### config.mk
export PLATFORM = sky130hd
export DESIGN_NAME = pcb_front
export DESIGN_NICKNAME = d
export VERILOG_FILES = /design/src/rtl/core/per_channel_circuit_breaker_top_assert.svh /design/src/rtl/core/pcb_pkg.sv /design/src/rtl/core/pcb_front.sv
export SDC_FILE = /design/constraint.sdc
export NUM_CORES = 1
export LEC_CHECK = 0
export CORE_AREA = 2 2 53 55
export DETAILED_ROUTE_END_ITERATION = 10
export DIE_AREA = 0 0 55 57
export DONT_BUFFER_PORTS = 1
export SETUP_SLACK_MARGIN = 0.05
export SYNTH_ARGS = -nofsm -noshare
export SYNTH_HDL_FRONTEND = slang
export SYNTH_SLANG_ARGS = --single-unit
### constraint.sdc
create_clock -name i_clk -period 2.6 [get_ports i_clk]
set_input_delay 0.26 -clock i_clk [delete_from_list [all_inputs] [get_ports i_clk]]
set_output_delay 0.26 -clock i_clk [all_outputs]
set_load 0.03 [all_outputs]
### src/rtl/core/per_channel_circuit_breaker_top_assert.svh
// Assertion macros used by the breaker engine RTL (pcb_back)
`ifndef PER_CHANNEL_CIRCUIT_BREAKER_TOP_ASSERT_SVH
`define PER_CHANNEL_CIRCUIT_BREAKER_TOP_ASSERT_SVH

// same-cycle implication
`define PCB_AST_NOW(lbl, clk, rstn, ante, cons) \
    lbl: assert property (@(posedge clk) disable iff (!rstn) (ante) |-> (cons)) \
        else $error("pcb assertion failed");

// next-cycle implication
`define PCB_AST_NXT(lbl, clk, rstn, ante, cons) \
    lbl: assert property (@(posedge clk) disable iff (!rstn) (ante) |=> (cons)) \
        else $error("pcb assertion failed");

`endif

### src/rtl/core/pcb_pkg.sv
// ----------------------------------------------------------------------------
// pcb_pkg
// Types, codes and helpers of the per-channel circuit breaker table.
// ----------------------------------------------------------------------------
`timescale 1ns / 1ps

package pcb_pkg;

    localparam int CHANNELS = 64;
    localparam int CH_W     = $clog2(CHANNELS);

    localparam logic [2:0] REQ_ADMIT = 3'd0;
    localparam logic [2:0] REQ_SUCC  = 3'd1;
    localparam logic [2:0] REQ_FAIL  = 3'd2;
    localparam logic [2:0] REQ_RESET = 3'd3;
    localparam logic [2:0] REQ_QUERY = 3'd4;
    localparam logic [2:0] REQ_TICK  = 3'd5;
    localparam logic [2:0] REQ_SWEEP = 3'd6;

    localparam logic [1:0] MODE_CLOSED = 2'd0;
    localparam logic [1:0] MODE_OPEN   = 2'd1;
    localparam logic [1:0] MODE_HALF   = 2'd2;

    localparam logic [1:0] REG_THR  = 2'd0;
    localparam logic [1:0] REG_TMO  = 2'd1;
    localparam logic [1:0] REG_MAXP = 2'd2;
    localparam logic [1:0] REG_MAXC = 2'd3;

    typedef struct packed {
        logic [2:0] req;
        logic [5:0] ch;
    } t_item;

    typedef struct packed {
        logic [15:0] thr;
        logic [30:0] tmo;
        logic [7:0]  maxp;
        logic [6:0]  maxc;
    } t_cfg;

    typedef struct packed {
        logic [1:0]  mode;
        logic [15:0] fail_run;
        logic [7:0]  probes;
        logic [31:0] open_time;
        logic [31:0] fail_total;
        logic [31:0] succ_total;
    } t_entry;

    localparam int ENTRY_W = $bits(t_entry);

    typedef struct packed {
        logic        allowed;
        logic [1:0]  state;
        logic        found;
        logic [15:0] fail_run;
        logic [7:0]  probes;
        logic [31:0] fail_total;
        logic [31:0] succ_total;
        logic [31:0] opened;
    } t_res;

    function automatic logic [31:0] sat32(input logic [31:0] v);
        return (v == 32'hFFFF_FFFF) ? v : v + 32'd1;
    endfunction

    function automatic logic [15:0] sat16(input logic [15:0] v);
        return (v == 16'hFFFF) ? v : v + 16'd1;
    endfunction

endpackage

### src/rtl/core/pcb_front.sv
// ----------------------------------------------------------------------------
// pcb_front
// Request intake: a two-word queue between the command port and the engine.
// ----------------------------------------------------------------------------
`timescale 1ns / 1ps

module pcb_front (
    input  logic          i_clk,
    input  logic          i_rst_n,
    input  logic          i_start,
    input  pcb_pkg::t_item i_item,
    output logic          o_busy,
    output logic          o_vld,
    output pcb_pkg::t_item o_item,
    input  logic          i_pop
);

    pcb_pkg::t_item r_mem [2];
    logic           r_wp;
    logic           r_rp;
    logic [1:0]     r_cnt;
    logic           push;

    assign o_busy = (r_cnt == 2'd2);
    assign push   = i_start && !o_busy;
    assign o_vld  = (r_cnt != 2'd0);
    assign o_item = r_mem[r_rp];

    always_ff @(posedge i_clk) begin
        if (push) begin
            r_mem[r_wp] <= i_item;
        end
    end

    always_ff @(posedge i_clk) begin
        if (!i_rst_n) begin
            r_wp  <= 1'b0;
            r_rp  <= 1'b0;
            r_cnt <= 2'd0;
        end else begin
            if (push) begin
                r_wp <= !r_wp;
            end
            if (i_pop) begin
                r_rp <= !r_rp;
            end
            r_cnt <= r_cnt + {1'b0, push} - {1'b0, i_pop};
        end
    end

endmodule

==> flow_summary.ini <==
[drt]
drcViolationCount = 0
via_count = 404
initialDrtViolationCount = 4
antenna_left = 0
wl_per_cell_um = 14.7
drt_wl_total_mm = 1.28
first_pass_iters = 4
vias_per_cell = 4.64

[critical_path]
r2r_end = r_mem[0][1]
crit_path_start_kind = flop
reg2reg_slack_ns = 0.99
end_kind = primary output
crit_cells = 1
reg2reg_depth = 3
crit_slowest_cell = dfxtp_1
worstSetupEndpoint = o_item[7]
required_ns = 2.34
critPathMaxFanout = 9
crit_path_max_incr_delay_ns = 0.57
critPathKind = reg2out
cp_num_buf_inv = 0
critical-path-top-delay-family = flip-flops
cp_data_arrival_time_ns = 1.35
reg2reg_from = r_cnt[0]
path_cells = mux2_2

[clocking]
cts_resized = 0
clock_path_buffers = 2
clkSinkCount = 23
cts_hold_buffers = 0
clk_latency_ns = 0.30
cts_tree = built
htreeDepth = 1
cts_root_buffer = clkbuf_4
cts_buffers = 3
postCtsSetupBuffers = 0
clk_pin_slew_ns = 0.12

[global_routing]
grt_overflow = 0
grt_pass1_vias = 479
antenna_found_initial = 0
grtUsageTotal = 0.0947
grt_start_max_net_pins = 13
grt_first_pass_wirelength_mm = 2.06

[logic_synthesis]
synth-seq-area-share = 0.734
syn_avg_cell_area_um2 = 16.5
synth-seq-cells = 23
syn_inst = 53
synth_cell_type_count = 15
syn-num-nets = 68
yosysWarnings = 0
syn_area_um2 = 873

[run_status]
status = finished clean

[final_layout]
fillerInstances = 278
multiInputGateArea_um2 = 216
finalNetCount = 72
register_area_um2 = 641
insertedDiodeCount = 0
drive_gt1_frac = 0.232
final_cell_area_um2 = 933
area_delta_synth_final_pct = 6.88

[floorplan]
rows = 19
core_area_um2 = 2620
io_pins = 24
die_w_um = 55
die_area_um2 = 3140
initial_utilization = 0.334
die_h_um = 57

[power_and_ir_drop]
p_seq_frac = 0.566
pwr-share-comb = 0.251
ir_worst_vdd_uv = 454
p_leak_nw = 0.341
swShare = 0.318
power.total_uw = 863
p_sw_uw = 275
power_density_nw_per_um2 = 925
p_int_uw = 588
clkPwrFrac = 0.183

[placed_design]
place_congestion = 0.565
portBuffers = 0
dp_hpwl_um = 926
dpl_cell_area_um2 = 907

[sta]
fin_crit_ns = 1.61
drv_slew = 0
final_hold_viol_count = 0
finalSetupViolations = 0
relSlewSlack = 0.473
fmax_ghz = 0.622
tightest_slew_ns = 0.788
skew_ns = 0.00569
fin_tns_setup_ns = 0
post-route-period-util = 0.618
rsz0062_at_grt = false

[hold_path]
hp-class = in2reg

[flow_run]
cap_violations = 0
[how the worst min path moves through the flow]
stage          startpoint           to  slack (ns)  depth (start not counted)
4_1_cts         i_item[5]  r_mem[1][5]        0.03                          0
2_1_floorplan   i_item[0]  r_mem[0][0]        0.36                          0
3_5_place_dp    i_item[5]  r_mem[1][5]        0.36                          0
6_report        i_item[5]  r_mem[1][5]        0.05                          0
5_1_grt         i_item[0]  r_mem[1][0]        0.02                          0
3_3_place_gp    i_item[8]  r_mem[1][8]        0.36                          0
[cell type report]
class / instances / share of cell area
clock buffer: 4 / 0.0282
tap: 31 / 0.0416
sequential: 23 / 0.686
inverter: 3 / 0.0121
multi-input combinational: 26 / 0.232
[cells in the final DEF, fill, tap and decap left out, drive strengths merged]
cell / Yosys / routed
nand2: 2 / 2
nor2: 4 / 4
nand2b: 2 / 2
edfxtp: 18 / 18
xor2: 1 / 1
inv: 3 / 3
and3: 1 / 1
dfxtp: 5 / 5
xnor2: 2 / 2
mux2i: 1 / 1
ha: 2 / 2
or2: 1 / 1
and2: 1 / 1
mux2: 9 / 9
clkbuf: 0 / 4
[logic make-up after synthesis]
logic type,share of synthesized area
AND/OR/NAND/NOR,0.0616
multiplexers,0.128
buffers and inverters,0.0186
flip-flops,0.734
adder cells (fa/ha/maj),0.0286
XOR/XNOR,0.0301
[power by group through the flow]
| stage | Sequential, mW | Combinational [mW] | Clock (mW) |
|---|---|---|---|
| after global placement | 0.496 | 0.216 | 0 |
| after floorplan | 0.487 | 0.202 | 0 |
| after detailed placement | 0.499 | 0.221 | 0 |
| after CTS | 0.490 | 0.222 | 0.168 |
| final | 0.488 | 0.217 | 0.158 |
| after global routing | 0.498 | 0.241 | 0.183 |
[sequential cells by signal, summed over array words and instances (netlist names), named ones only]
name,flops
r_cnt,2
r_mem,18
r_rp,1
r_wp,1
[layer usage]
metal / routed length (µm) / global-route usage / vias up / part of all wire
li1: - / - / 196 / -
met5: 0 / 0 / - / 0
met2: 625 / 0.141 / 18 / 0.49
met1: 460 / 0.107 / 190 / 0.36
met3: 196 / 0.0497 / 0 / 0.15
met4: 0 / 0.0523 / 0 / 0
[cell usage after synthesis, drive strengths merged]
cell type	count	share of area
and2	1	0.0072
and3	1	0.0072
buf	1	0.0057
dfxtp	5	0.11
edfxtp	18	0.62
ha	2	0.029
inv	3	0.013
mux2	9	0.12
mux2i	1	0.011
nand2	2	0.0086
nand2b	2	0.014
nor2	4	0.017
or2	1	0.0072
xnor2	2	0.020
xor2	1	0.010
[per-stage QoR]
stage / utilization / worst slack, ns / instances / hold WS [ns]
2_1_floorplan: - / 1.15 / 53 / 0.359
3_3_place_gp: 0.347 / 0.991 / 83 / 0.359
3_5_place_dp: 0.347 / 0.951 / 83 / 0.359
4_1_cts: 0.357 / 0.934 / 87 / 0.0305
5_1_grt: 0.357 / 0.827 / 87 / 0.0194
6_report: 0.357 / 0.993 / 87 / 0.0452
No activity file was read; power rests on OpenSTA's default activity.
